===== src/rtl/bdpc_pkg.sv =====
`timescale 1ns / 1ps

package bdpc_pkg;

  // Configuration register indexes
  localparam int unsigned CfgIdxW  = 2;
  localparam int unsigned CfgDataW = 16;

  localparam logic [CfgIdxW-1:0] CfgDebounceDelay = 2'd0;
  localparam logic [CfgIdxW-1:0] CfgLongThresh    = 2'd1;
  localparam logic [CfgIdxW-1:0] CfgExtraThresh   = 2'd2;

  // Register widths and reset values
  localparam int unsigned DelayW  = 8;
  localparam int unsigned ThreshW = 16;
  localparam int unsigned StableW = 9;

  localparam logic [DelayW-1:0]  DelayRst       = 8'd50;
  localparam logic [ThreshW-1:0] LongThreshRst  = 16'd1000;
  localparam logic [ThreshW-1:0] ExtraThreshRst = 16'd3000;
  localparam logic [StableW-1:0] StableMax      = 9'd511;

  typedef struct packed {
    logic short_ev;
    logic long_ev;
    logic extra_ev;
  } events_t;

  typedef struct packed {
    logic debounced;
    logic long_done;
    logic extra_done;
  } flags_t;

endpackage


===== src/rtl/bdpc_step.sv =====
`timescale 1ns / 1ps

// Next-state and event logic for one tick.
module bdpc_step #(
  parameter int unsigned HOLD_WIDTH = 16
) (
  input  logic                           level_i,
  input  logic                           last_raw_i,
  input  logic [bdpc_pkg::StableW-1:0]   stable_i,
  input  logic [HOLD_WIDTH-1:0]          hold_i,
  input  bdpc_pkg::flags_t               flags_i,
  input  logic [bdpc_pkg::DelayW-1:0]    delay_i,
  input  logic [bdpc_pkg::ThreshW-1:0]   long_thr_i,
  input  logic [bdpc_pkg::ThreshW-1:0]   extra_thr_i,
  output logic [bdpc_pkg::StableW-1:0]   stable_o,
  output logic [HOLD_WIDTH-1:0]          hold_o,
  output bdpc_pkg::flags_t               flags_o,
  output bdpc_pkg::events_t              events_o
);

  localparam int unsigned CmpW =
    (HOLD_WIDTH > bdpc_pkg::ThreshW) ? HOLD_WIDTH : bdpc_pkg::ThreshW;

  logic [HOLD_WIDTH-1:0]        hold_inc;
  logic [CmpW-1:0]              hold_inc_c;
  logic [CmpW-1:0]              hold_c;
  logic [CmpW-1:0]              long_c;
  logic [CmpW-1:0]              extra_c;
  logic                         stable_ok;
  logic                         press;

  assign hold_inc = (flags_i.debounced && (hold_i != {HOLD_WIDTH{1'b1}}))
                    ? hold_i + HOLD_WIDTH'(1) : hold_i;

  assign stable_o = (level_i != last_raw_i) ? '0 :
                    (stable_i != bdpc_pkg::StableMax) ? stable_i + bdpc_pkg::StableW'(1) :
                    stable_i;

  assign stable_ok  = stable_o > {1'b0, delay_i};
  // a debounced press restarts the hold timer
  assign press      = stable_ok && level_i && !flags_i.debounced;
  assign hold_o     = press ? '0 : hold_inc;
  assign hold_inc_c = CmpW'(hold_inc);
  assign hold_c     = CmpW'(hold_o);
  assign long_c     = CmpW'(long_thr_i);
  assign extra_c    = CmpW'(extra_thr_i);

  always_comb begin
    flags_o  = flags_i;
    events_o = '0;
    if (stable_ok) begin
      if (level_i != flags_i.debounced) begin
        flags_o.debounced = level_i;
        // either edge clears the handled marks
        flags_o.long_done  = 1'b0;
        flags_o.extra_done = 1'b0;
        if (!level_i) begin
          // release: classify with the old marks
          if (!flags_i.extra_done && (hold_inc_c >= extra_c)) begin
            events_o.extra_ev = 1'b1;
          end else if (!flags_i.long_done && (hold_inc_c >= long_c)) begin
            events_o.long_ev = 1'b1;
          end else if (hold_inc_c < long_c) begin
            events_o.short_ev = 1'b1;
          end
        end
      end
      if (flags_o.debounced) begin
        if ((hold_c >= extra_c) && !flags_o.extra_done) begin
          events_o.extra_ev  = 1'b1;
          flags_o.extra_done = 1'b1;
        end else if ((hold_c >= long_c) && !flags_o.long_done) begin
          events_o.long_ev  = 1'b1;
          flags_o.long_done = 1'b1;
        end
      end
    end
  end

endmodule


===== src/rtl/button_debounce_press_classifier.sv =====
`timescale 1ns / 1ps

// An accepted tick beat passes through the input register, then the result register.
// Throughput: one tick beat per cycle unless the sink stalls; the input and result
// registers let the next beat enter while a finished result waits for the sink.
// Reset (rst_ni low, asynchronous): both stages empty, debounce/press state cleared,
// registers back to debounce_delay 50, long_threshold 1000, extra_long_threshold 3000.
module button_debounce_press_classifier #(
  parameter int unsigned HOLD_WIDTH = 16
) (
  input  logic                            clk_i,
  input  logic                            rst_ni,
  // configuration write port
  input  logic                            cfg_we_i,
  input  logic [bdpc_pkg::CfgIdxW-1:0]    cfg_index_i,
  input  logic [bdpc_pkg::CfgDataW-1:0]   cfg_wdata_i,
  // tick input channel
  input  logic                            in_valid_i,
  output logic                            in_stall_o,
  input  logic                            pin_sample_i,
  // result channel
  output logic                            out_valid_o,
  input  logic                            out_stall_i,
  output logic                            pressed_level_o,
  output logic                            short_event_o,
  output logic                            long_event_o,
  output logic                            extra_long_event_o
);

  // ---------------------------------------------------------------------------
  // Configuration registers
  // ---------------------------------------------------------------------------
  logic [bdpc_pkg::DelayW-1:0]  delay_q;
  logic [bdpc_pkg::ThreshW-1:0] long_thr_q;
  logic [bdpc_pkg::ThreshW-1:0] extra_thr_q;

  always_ff @(posedge clk_i or negedge rst_ni) begin
    if (!rst_ni) begin
      delay_q     <= bdpc_pkg::DelayRst;
      long_thr_q  <= bdpc_pkg::LongThreshRst;
      extra_thr_q <= bdpc_pkg::ExtraThreshRst;
    end else if (cfg_we_i) begin
      case (cfg_index_i)
        bdpc_pkg::CfgDebounceDelay: delay_q     <= cfg_wdata_i[bdpc_pkg::DelayW-1:0];
        bdpc_pkg::CfgLongThresh:    long_thr_q  <= cfg_wdata_i;
        bdpc_pkg::CfgExtraThresh:   extra_thr_q <= cfg_wdata_i;
        default: ;  // unmapped index, dropped
      endcase
    end
  end

  // ---------------------------------------------------------------------------
  // Pipeline handshake: input register -> result register
  // ---------------------------------------------------------------------------
  logic s1_valid_q;
  logic s1_pin_q;
  logic out_valid_q;
  logic out_free;
  logic s1_free;
  logic adv;      // stage-1 beat moves into the result register
  logic in_acc;

  assign out_free   = !out_valid_q || !out_stall_i;
  assign adv        = s1_valid_q && out_free;
  assign s1_free    = !s1_valid_q || out_free;
  assign in_stall_o = !s1_free;
  assign in_acc     = in_valid_i && s1_free;

  always_ff @(posedge clk_i or negedge rst_ni) begin
    if (!rst_ni) begin
      s1_valid_q <= 1'b0;
    end else if (s1_free) begin
      s1_valid_q <= in_valid_i;
    end
  end

  // payload, no reset needed
  always_ff @(posedge clk_i) begin
    if (in_acc) begin
      s1_pin_q <= pin_sample_i;
    end
  end

  always_ff @(posedge clk_i or negedge rst_ni) begin
    if (!rst_ni) begin
      out_valid_q <= 1'b0;
    end else if (out_free) begin
      out_valid_q <= s1_valid_q;
    end
  end

  // ---------------------------------------------------------------------------
  // Debounce / press state, updated once per tick as it leaves stage 1
  // ---------------------------------------------------------------------------
  logic                           last_raw_q;
  logic [bdpc_pkg::StableW-1:0]   stable_q, stable_d;
  logic [HOLD_WIDTH-1:0]          hold_q, hold_d;
  bdpc_pkg::flags_t               flags_q, flags_d;
  bdpc_pkg::events_t              events_d, events_q;
  logic                           level;

  // pin is active low
  assign level = ~s1_pin_q;

  bdpc_step #(
    .HOLD_WIDTH (HOLD_WIDTH)
  ) u_step (
    .level_i     (level),
    .last_raw_i  (last_raw_q),
    .stable_i    (stable_q),
    .hold_i      (hold_q),
    .flags_i     (flags_q),
    .delay_i     (delay_q),
    .long_thr_i  (long_thr_q),
    .extra_thr_i (extra_thr_q),
    .stable_o    (stable_d),
    .hold_o      (hold_d),
    .flags_o     (flags_d),
    .events_o    (events_d)
  );

  always_ff @(posedge clk_i or negedge rst_ni) begin
    if (!rst_ni) begin
      last_raw_q <= 1'b0;
      stable_q   <= '0;
      hold_q     <= '0;
      flags_q    <= '0;
    end else if (adv) begin
      last_raw_q <= level;
      stable_q   <= stable_d;
      hold_q     <= hold_d;
      flags_q    <= flags_d;
    end
  end

  // result register
  logic pressed_q;

  always_ff @(posedge clk_i) begin
    if (adv) begin
      pressed_q <= flags_d.debounced;
      events_q  <= events_d;
    end
  end

  assign out_valid_o        = out_valid_q;
  assign pressed_level_o    = pressed_q;
  assign short_event_o      = events_q.short_ev;
  assign long_event_o       = events_q.long_ev;
  assign extra_long_event_o = events_q.extra_ev;

endmodule

===== config.mk =====
export PLATFORM = sky130hd
export DESIGN_NAME = button_debounce_press_classifier
export DESIGN_NICKNAME = d
export VERILOG_FILES = /design/src/rtl/bdpc_pkg.sv /design/src/rtl/bdpc_step.sv /design/src/rtl/button_debounce_press_classifier.sv
export SDC_FILE = /design/constraint.sdc
export NUM_CORES = 1
export LEC_CHECK = 0
export BUFFER_PORTS_ARGS = -buffer_cell sky130_fd_sc_hd__buf_2
export CAP_MARGIN = 40
export CELL_PAD_IN_SITES_DETAIL_PLACEMENT = 1
export CELL_PAD_IN_SITES_GLOBAL_PLACEMENT = 2
export CORE_ASPECT_RATIO = 0.75
export CORE_MARGIN = 2
export CORE_UTILIZATION = 37
export CTS_BUF_LIST = sky130_fd_sc_hd__clkbuf_4 sky130_fd_sc_hd__clkbuf_8 sky130_fd_sc_hd__clkbuf_16
export CTS_CLUSTER_DIAMETER = 150
export DETAILED_ROUTE_END_ITERATION = 7
export PLACE_DENSITY_LB_ADDON = 0.05
export SLEW_MARGIN = 0
export SYNTH_ARGS = -nofsm -noshare
export SYNTH_HDL_FRONTEND = slang
export SYNTH_HIERARCHICAL = 1
export SYNTH_SLANG_ARGS = --single-unit

===== constraint.sdc =====
create_clock -name clk_i -period 4.35 [get_ports clk_i]
set_clock_uncertainty 0.15 [all_clocks]
set_input_delay 0.435 -clock clk_i [delete_from_list [all_inputs] [get_ports clk_i]]
set_output_delay 0.435 -clock clk_i [all_outputs]
set_load 0.03 [all_outputs]

==> flow_summary_export.csv, run 1 <==
group,metric,value,unit
run_status,outcome,"finished, violations left",
run_status,violations,"negative setup slack",
final_layout,area_growth,32.35,%
timing,final_max_slew_viol_count,0,
pwr,power_density,431.1,mW/mm²
global_routing,grt_overflow,0,
die,start_util,37.69,%
clock_network,cts_max_level,3,
synth,synth_ff_type,"dfrtp_1",
drt,wl_met3,623,µm
global_routing,track_usage,22.39,%
drt,top_layer,"met4",
clock_network,numCtsBuffers,9,
timing,tightest_slew,852.3,ps
final_layout,postLayoutCellArea,0.007162,mm²
timing,whs,115.8,ps
drt,dr.pass1.iters,4,
synth,synth_area,0.005411,mm²
global_routing,antenna_found_initial,0,
die,die_h,108.7,µm
drt,wl_met2,6752,µm
die,num_rows,38,
final_layout,fillers,1587,
final_layout,drive_above_1_share,44.13,%
timing,fin_crit_sh,108.6,%
drt,wl_met1,9186,µm
drt,vias,4373,
placement,io_buffers,29,
die,die_area,0.01562,mm²
timing,hold_viol_final,0,
global_routing,grt_pass1_wl,26000,µm
final_layout,fin_util,49.88,%
synth,ys_ff_latch,76,
synth,synthesis.nets,610,
clock_network,insertion_delay,340,ps
synth,syn_inst,512,
drt,routed_via_density,5.269,
clock_network,cts_tree,"done",
timing,setup_viol,4,
placement,pre_cts_ws,-565.9,ps
run,cap_violations,0,
critical_path,path_max_fanout,7,
die,io_pins,30,
drt,drt_iter0_markers,214,
synth,syn_avg_cell_area,10.57,µm²
synth,yosysWarnings,6,
timing,slew_headroom,43.04,%
synth,synthArstFlopShare,93.42,%
drt,drc,0,
final_layout,nets,723,
critical_path,cp.arrival,4730,ps
drt,routedWlPerCell,20.07,µm
pwr,p_leak,3.458,nW
critical_path,end_kind,"flop",
clock_network,cts_root_buf,"clkbuf_16",
final_layout,multi_input_area,0.003662,mm²
clock_network,cts.path.max_buffers,2,
die,die_w,143.6,µm
timing,min_period,4725,ps
final_layout,register_area,0.001947,mm²
pwr,ir_drop,0.2494,mV
clock_network,clkSlewWorstSetupHoldPaths,60,ps
synth,ys_seq_area_share,35.98,%
timing,worst_slack,-375.4,ps
drt,routed_wl,16660,µm
placement,postPlaceCellArea,0.006400,mm²
die,core-area,0.01436,mm²
drt,ant_nets,0,
placement,place_congestion,0.8979,
critical_path,critPathRequiredTime,4360,ps
global_routing,grt_pass1_vias,4619,
critical_path,startpoint_type,"flop",
critical_path,worst-setup-path-type,"reg -> reg",
final_layout,n_antenna_cell,0,
timing,fmax,0.2116,GHz
min_path,hold_path.class,"in -> reg",
timing,tns,-1261,ps
synth,synth_edf_count,5,
global_routing,grt_max_degree,45,
placement,dp_hpwl,13320,µm
timing,grt_setup_unrepaired,"yes",
synth,yosys.cell_types.count,50,
clock_network,cts.sinks,76,
-- what timing repair did --
action | 4_1_cts | 5_1_grt
pin swaps | 19 | 35
gates resized for setup | 14 | 43
hold buffers | 1 | 0
setup buffers | 3 | 11
endpoints found under the setup margin | 5 | 5
cloned | 0 | 1
hold endpoints to repair | 23 | 0
-- worst max-delay path, cell delays in order, from the launching register on --
cell and delay [ps]:
dfrtp_1 390, ha_2 210, nand3_2 80, nor2_4 50, nand2_2 80, nand4_1 190, or3_1 390, a21oi_2 180
ha_1 280, o211ai_1 230, nand2_1 120, o211ai_1 160, a21oi_2 160, clkbuf_16 190, or2_4 260, ha_4 260
nand2b_4 120, a21oi_4 60, nor2_4 100, o211ai_2 110, o21a_1 220, or4_1 470, o311ai_1 90
-- cells in the mapped netlist (all sizes together) (4+ instances only) --
cell | n | area share, %
and4 | 5 | 0.86
xnor2 | 11 | 1.8
a21o | 10 | 1.4
ha | 74 | 17
a211oi | 5 | 0.69
mux2 | 71 | 15
a2111oi | 4 | 0.65
inv | 48 | 3.3
nor3 | 8 | 0.74
xor2 | 10 | 1.6
nand2b | 4 | 0.46
dfstp | 16 | 7.8
edfxtp | 5 | 2.8
nand2 | 26 | 1.8
or3 | 4 | 0.46
buf | 5 | 0.55
dfrtp | 55 | 25
o21ai | 21 | 1.9
nor2 | 21 | 1.5
nor2b | 16 | 1.8
o211ai | 7 | 1.1
nand3 | 12 | 1.1
nand4 | 17 | 2.2
o21a | 6 | 0.83
a21oi | 19 | 1.8
-- logic make-up after synthesis --
family,synth area share [%]
fa+ha+maj,17.11
flops,35.98
mux,14.77
compound gates,11.24
buf+inv,3.953
simple gates,13.55
xor+xnor,3.399
-- routing by layer --
| layer | GRT usage (%) | up-vias |
|---|---|---|
| met4 | 4.902 | 0 |
| li1 | - | 2103 |
| met5 | 0 | - |
| met1 | 35.73 | 2201 |
| met3 | 3.689 | 6 |
| met2 | 31.12 | 63 |
-- stage by stage --
step	cells	power (mW)
2_1_floorplan	512	1.659
3_3_place_gp	797	2.036
3_5_place_dp	798	2.090
4_1_cts	818	3.009
5_1_grt	830	3.282
6_report	830	3.088
-- area by class of cell --
| type | instances | area share [%] |
|---|---|---|
| flip-flops and latches | 76 | 27.18 |
| repair buffers | 108 | 11.08 |
| clock buffers | 11 | 3.686 |
| clock inverters | 5 | 0.9085 |
| inverters | 48 | 2.516 |
| well taps | 200 | 3.494 |
| multi-input cells | 382 | 51.14 |
-- sequential cells by signal, indices dropped and copies added (netlist names), 3 cells and up --
register     cells
hold_q          16
delay_q          8
extra_thr_q     16
long_thr_q      16
flags_q          3
stable_q         9
-- report_power, final --
part | switching [mW] | total, mW | leakage, nW | internal, mW
registers | 0.0976 | 0.954 | 0.915 | 0.856
clock network | 0.315 | 0.816 | 0.155 | 0.501
logic | 0.695 | 1.32 | 2.39 | 0.623
-- placed cells by master, fill, tap and decap left out, types with 15 or more instances in the layout --
| cell type | n |
|---|---|
| buf_2 | 28 |
| nand2_1 | 24 |
| o21ai_0 | 15 |
| mux2_2 | 69 |
| dfstp_2 | 16 |
| inv_1 | 48 |
| ha_1 | 62 |
| buf_4 | 76 |
| nor2_1 | 17 |
| dfrtp_1 | 55 |
| nand4_1 | 16 |
-- worst paths after layout --
| path | from | endpoint | slack (ps) | cells after the start |
|---|---|---|---|---|
| max in group asynchronous | rst_ni | delay_q[4] | 2970 | 3 |
| min in group asynchronous | rst_ni | long_thr_q[14] | 470 | 2 |
| setup reg to reg | stable_q[0] | extra_long_event_o | -380 | 22 |
| hold reg to reg | s1_valid_q | out_valid_o | 340 | 1 |
| hold / removal | pin_sample_i | s1_pin_q | 120 | 1 |
| setup / recovery | stable_q[0] | extra_long_event_o | -380 | 22 |
Power figures use the tool's default switching activity.
==> run 2: changes to the inputs <==
==> constraint.sdc (replaced) <==
create_clock -name clk_i -period 4.35 [get_ports clk_i]
set_clock_uncertainty 0.15 [all_clocks]
set_input_delay 0 -clock clk_i [delete_from_list [all_inputs] [get_ports clk_i]]
set_output_delay 0 -clock clk_i [all_outputs]
set_load 0.03 [all_outputs]
==> flow_summary_export.csv, run 2 (synthesized netlist as in run 1, its figures left out) <==
group,metric,value,unit
die,io_pins,30,
drt,routedWlPerCell,19.51,µm
final_layout,drive_above_1_share,40.85,%
run_status,violations,"negative setup slack",
critical_path,reg2reg_depth,23,
timing,final_max_slew_viol_count,0,
drt,vias,4436,
placement,io_buffers,29,
final_layout,n_antenna_cell,0,
pwr,power,3.119,mW
timing,hold_viol_final,0,
drt,routed_wl,16800,µm
critical_path,cp.arrival,4830,ps
placement,pre_cts_ws,-517.1,ps
critical_path,max_stage_delay,400,ps
pwr,ir_drop,0.2920,mV
final_layout,layout_commonest_cell,"buf_4",
min_path,hold_path_end,"delay_q[0]",
die,num_rows,38,
die,start_util,37.69,%
clock_network,cts.path.max_buffers,2,
final_layout,fin_util,51.11,%
critical_path,path_max_fanout,7,
timing,tns,-2002,ps
placement,dp_hpwl,13180,µm
min_path,min_path_cells,3,
drt,ant_nets,0,
clock_network,cts_max_level,3,
die,die_area,0.01562,mm²
run_status,outcome,"finished, violations left",
placement,place_congestion,0.8881,
final_layout,fillers,1587,
global_routing,antenna_found_initial,0,
global_routing,grt_pass1_wl,26850,µm
timing,tightest_slew,878.4,ps
clock_network,clkSlewWorstSetupHoldPaths,60,ps
pwr,power_density,425.0,mW/mm²
critical_path,worstReg2RegEnd,"extra_long_event_o",
critical_path,crit_family,"compound AO/OA/AOI/OAI gates",
drt,routed_via_density,5.152,
critical_path,end_kind,"flop",
final_layout,most-common-layout-cells,"buf_4, ha_1, mux2_2",
die,die_w,143.6,µm
drt,dr.pass1.iters,4,
global_routing,grt_max_degree,45,
critical_path,worst-setup-path-type,"reg -> reg",
drt,drc,0,
clock_network,cts_root_buf,"clkbuf_16",
min_path,hp-start,"cfg_we_i",
critical_path,crit-reg2reg-launch,"stable_q[6]",
global_routing,grt_pass1_vias,4761,
drt,drt_iter0_markers,204,
die,core-area,0.01436,mm²
die,die_h,108.7,µm
clock_network,cts_tree,"done",
timing,setup_viol,4,
run,cap_violations,0,
critical_path,crit_chain,"nand4_1, nor2_4, nand2_2, and3_4, and4_1, xnor2_1, nor2_1, ha_1, a22oi_2, o211ai_1, o211ai_1, a21oi_2, buf_12, buf_4, nor2b_2, ha_1, o21ai_0, o21ai_1, a221o_1, nor2b_1, o21a_1, or4_4, o311ai_2",
timing,worst_slack,-548.2,ps
timing,fin_crit_sh,112.6,%
critical_path,critPathRequiredTime,4280,ps
final_layout,area_growth,35.61,%
clock_network,insertion_delay,350,ps
timing,min_period,4898,ps
global_routing,track_usage,23.14,%
min_path,hold_path.class,"in -> reg",
final_layout,nets,754,
timing,fmax,0.2042,GHz
critical_path,r2r_setup_slack,-550,ps
timing,grt_setup_unrepaired,"yes",
pwr,p_leak,3.577,nW
clock_network,numCtsBuffers,9,
critical_path,critPathBufInv,2,
critical_path,startpoint_type,"flop",
final_layout,top_regs,"extra_thr_q x16, hold_q x16, long_thr_q x16",
timing,slew_headroom,40.51,%
global_routing,grt_overflow,0,
clock_network,cts.sinks,76,
critical_path,slowest_stage,"a221o_1",
-- run 2: changes by cell type in the layout (fill, tap and decap cells not counted), sizes merged --
cell         change
clkbuf           -1
buf              +7
dlygate4sd3     +25
-- run 2: worst max path at each step --
stage	startpoint	to	slack [ps]	cells after the start
floorplan	stable_q[0]	flags_q[0]	-80	23
global placement	stable_q[1]	flags_q[1]	-380	24
detailed placement	stable_q[1]	flags_q[1]	-520	24
CTS	stable_q[6]	extra_long_event_o	-370	23
global route	stable_q[0]	extra_long_event_o	-810	24
finish	stable_q[6]	extra_long_event_o	-550	23
-- run 2: area by class of cell --
cell class	count	area [µm²]	area share, %
clock buffers	11	264.0	3.598
inverters	48	180.2	2.455
flip-flops and latches	76	1947	26.53
well taps	200	250.2	3.410
repair buffers	139	1086	14.80
clock inverters	5	62.56	0.8525
multi-input cells	382	3548	48.35
-- run 2: where the power goes --
group | internal, mW | switching (mW)
registers | 0.856 | 0.0981
clock network | 0.498 | 0.307
logic | 0.666 | 0.693
total | 2.02 | 1.10
-- run 2: stage by stage --
step / instances / hold WS, ps / area, µm²
finish: 861 / 95.18 / 7338
global route: 861 / 102.5 / 7338
CTS: 862 / 82.63 / 7284
detailed placement: 798 / -177.0 / 6400
global placement: 797 / 28.49 / 6372
floorplan: 512 / -445.6 / 5529
-- run 2: timing repair --
item	CTS	global route
buffers inserted	22	6
setup endpoints to repair	4	7
hold endpoints to repair	103	0
pin swaps	37	14
hold buffers	26	0
gates resized for setup	29	12
-- run 2: layer usage --
metal,global-route usage [%],part of all wire (%)
met1,36.94,56
met3,3.557,3.2
met2,32.59,40
met4,4.552,1.0
met5,0,0
-- run 2: tightest hold or removal path: stages --
cell and delay (ps):
buf_2 140, nor3b_4 200, mux2_2 220
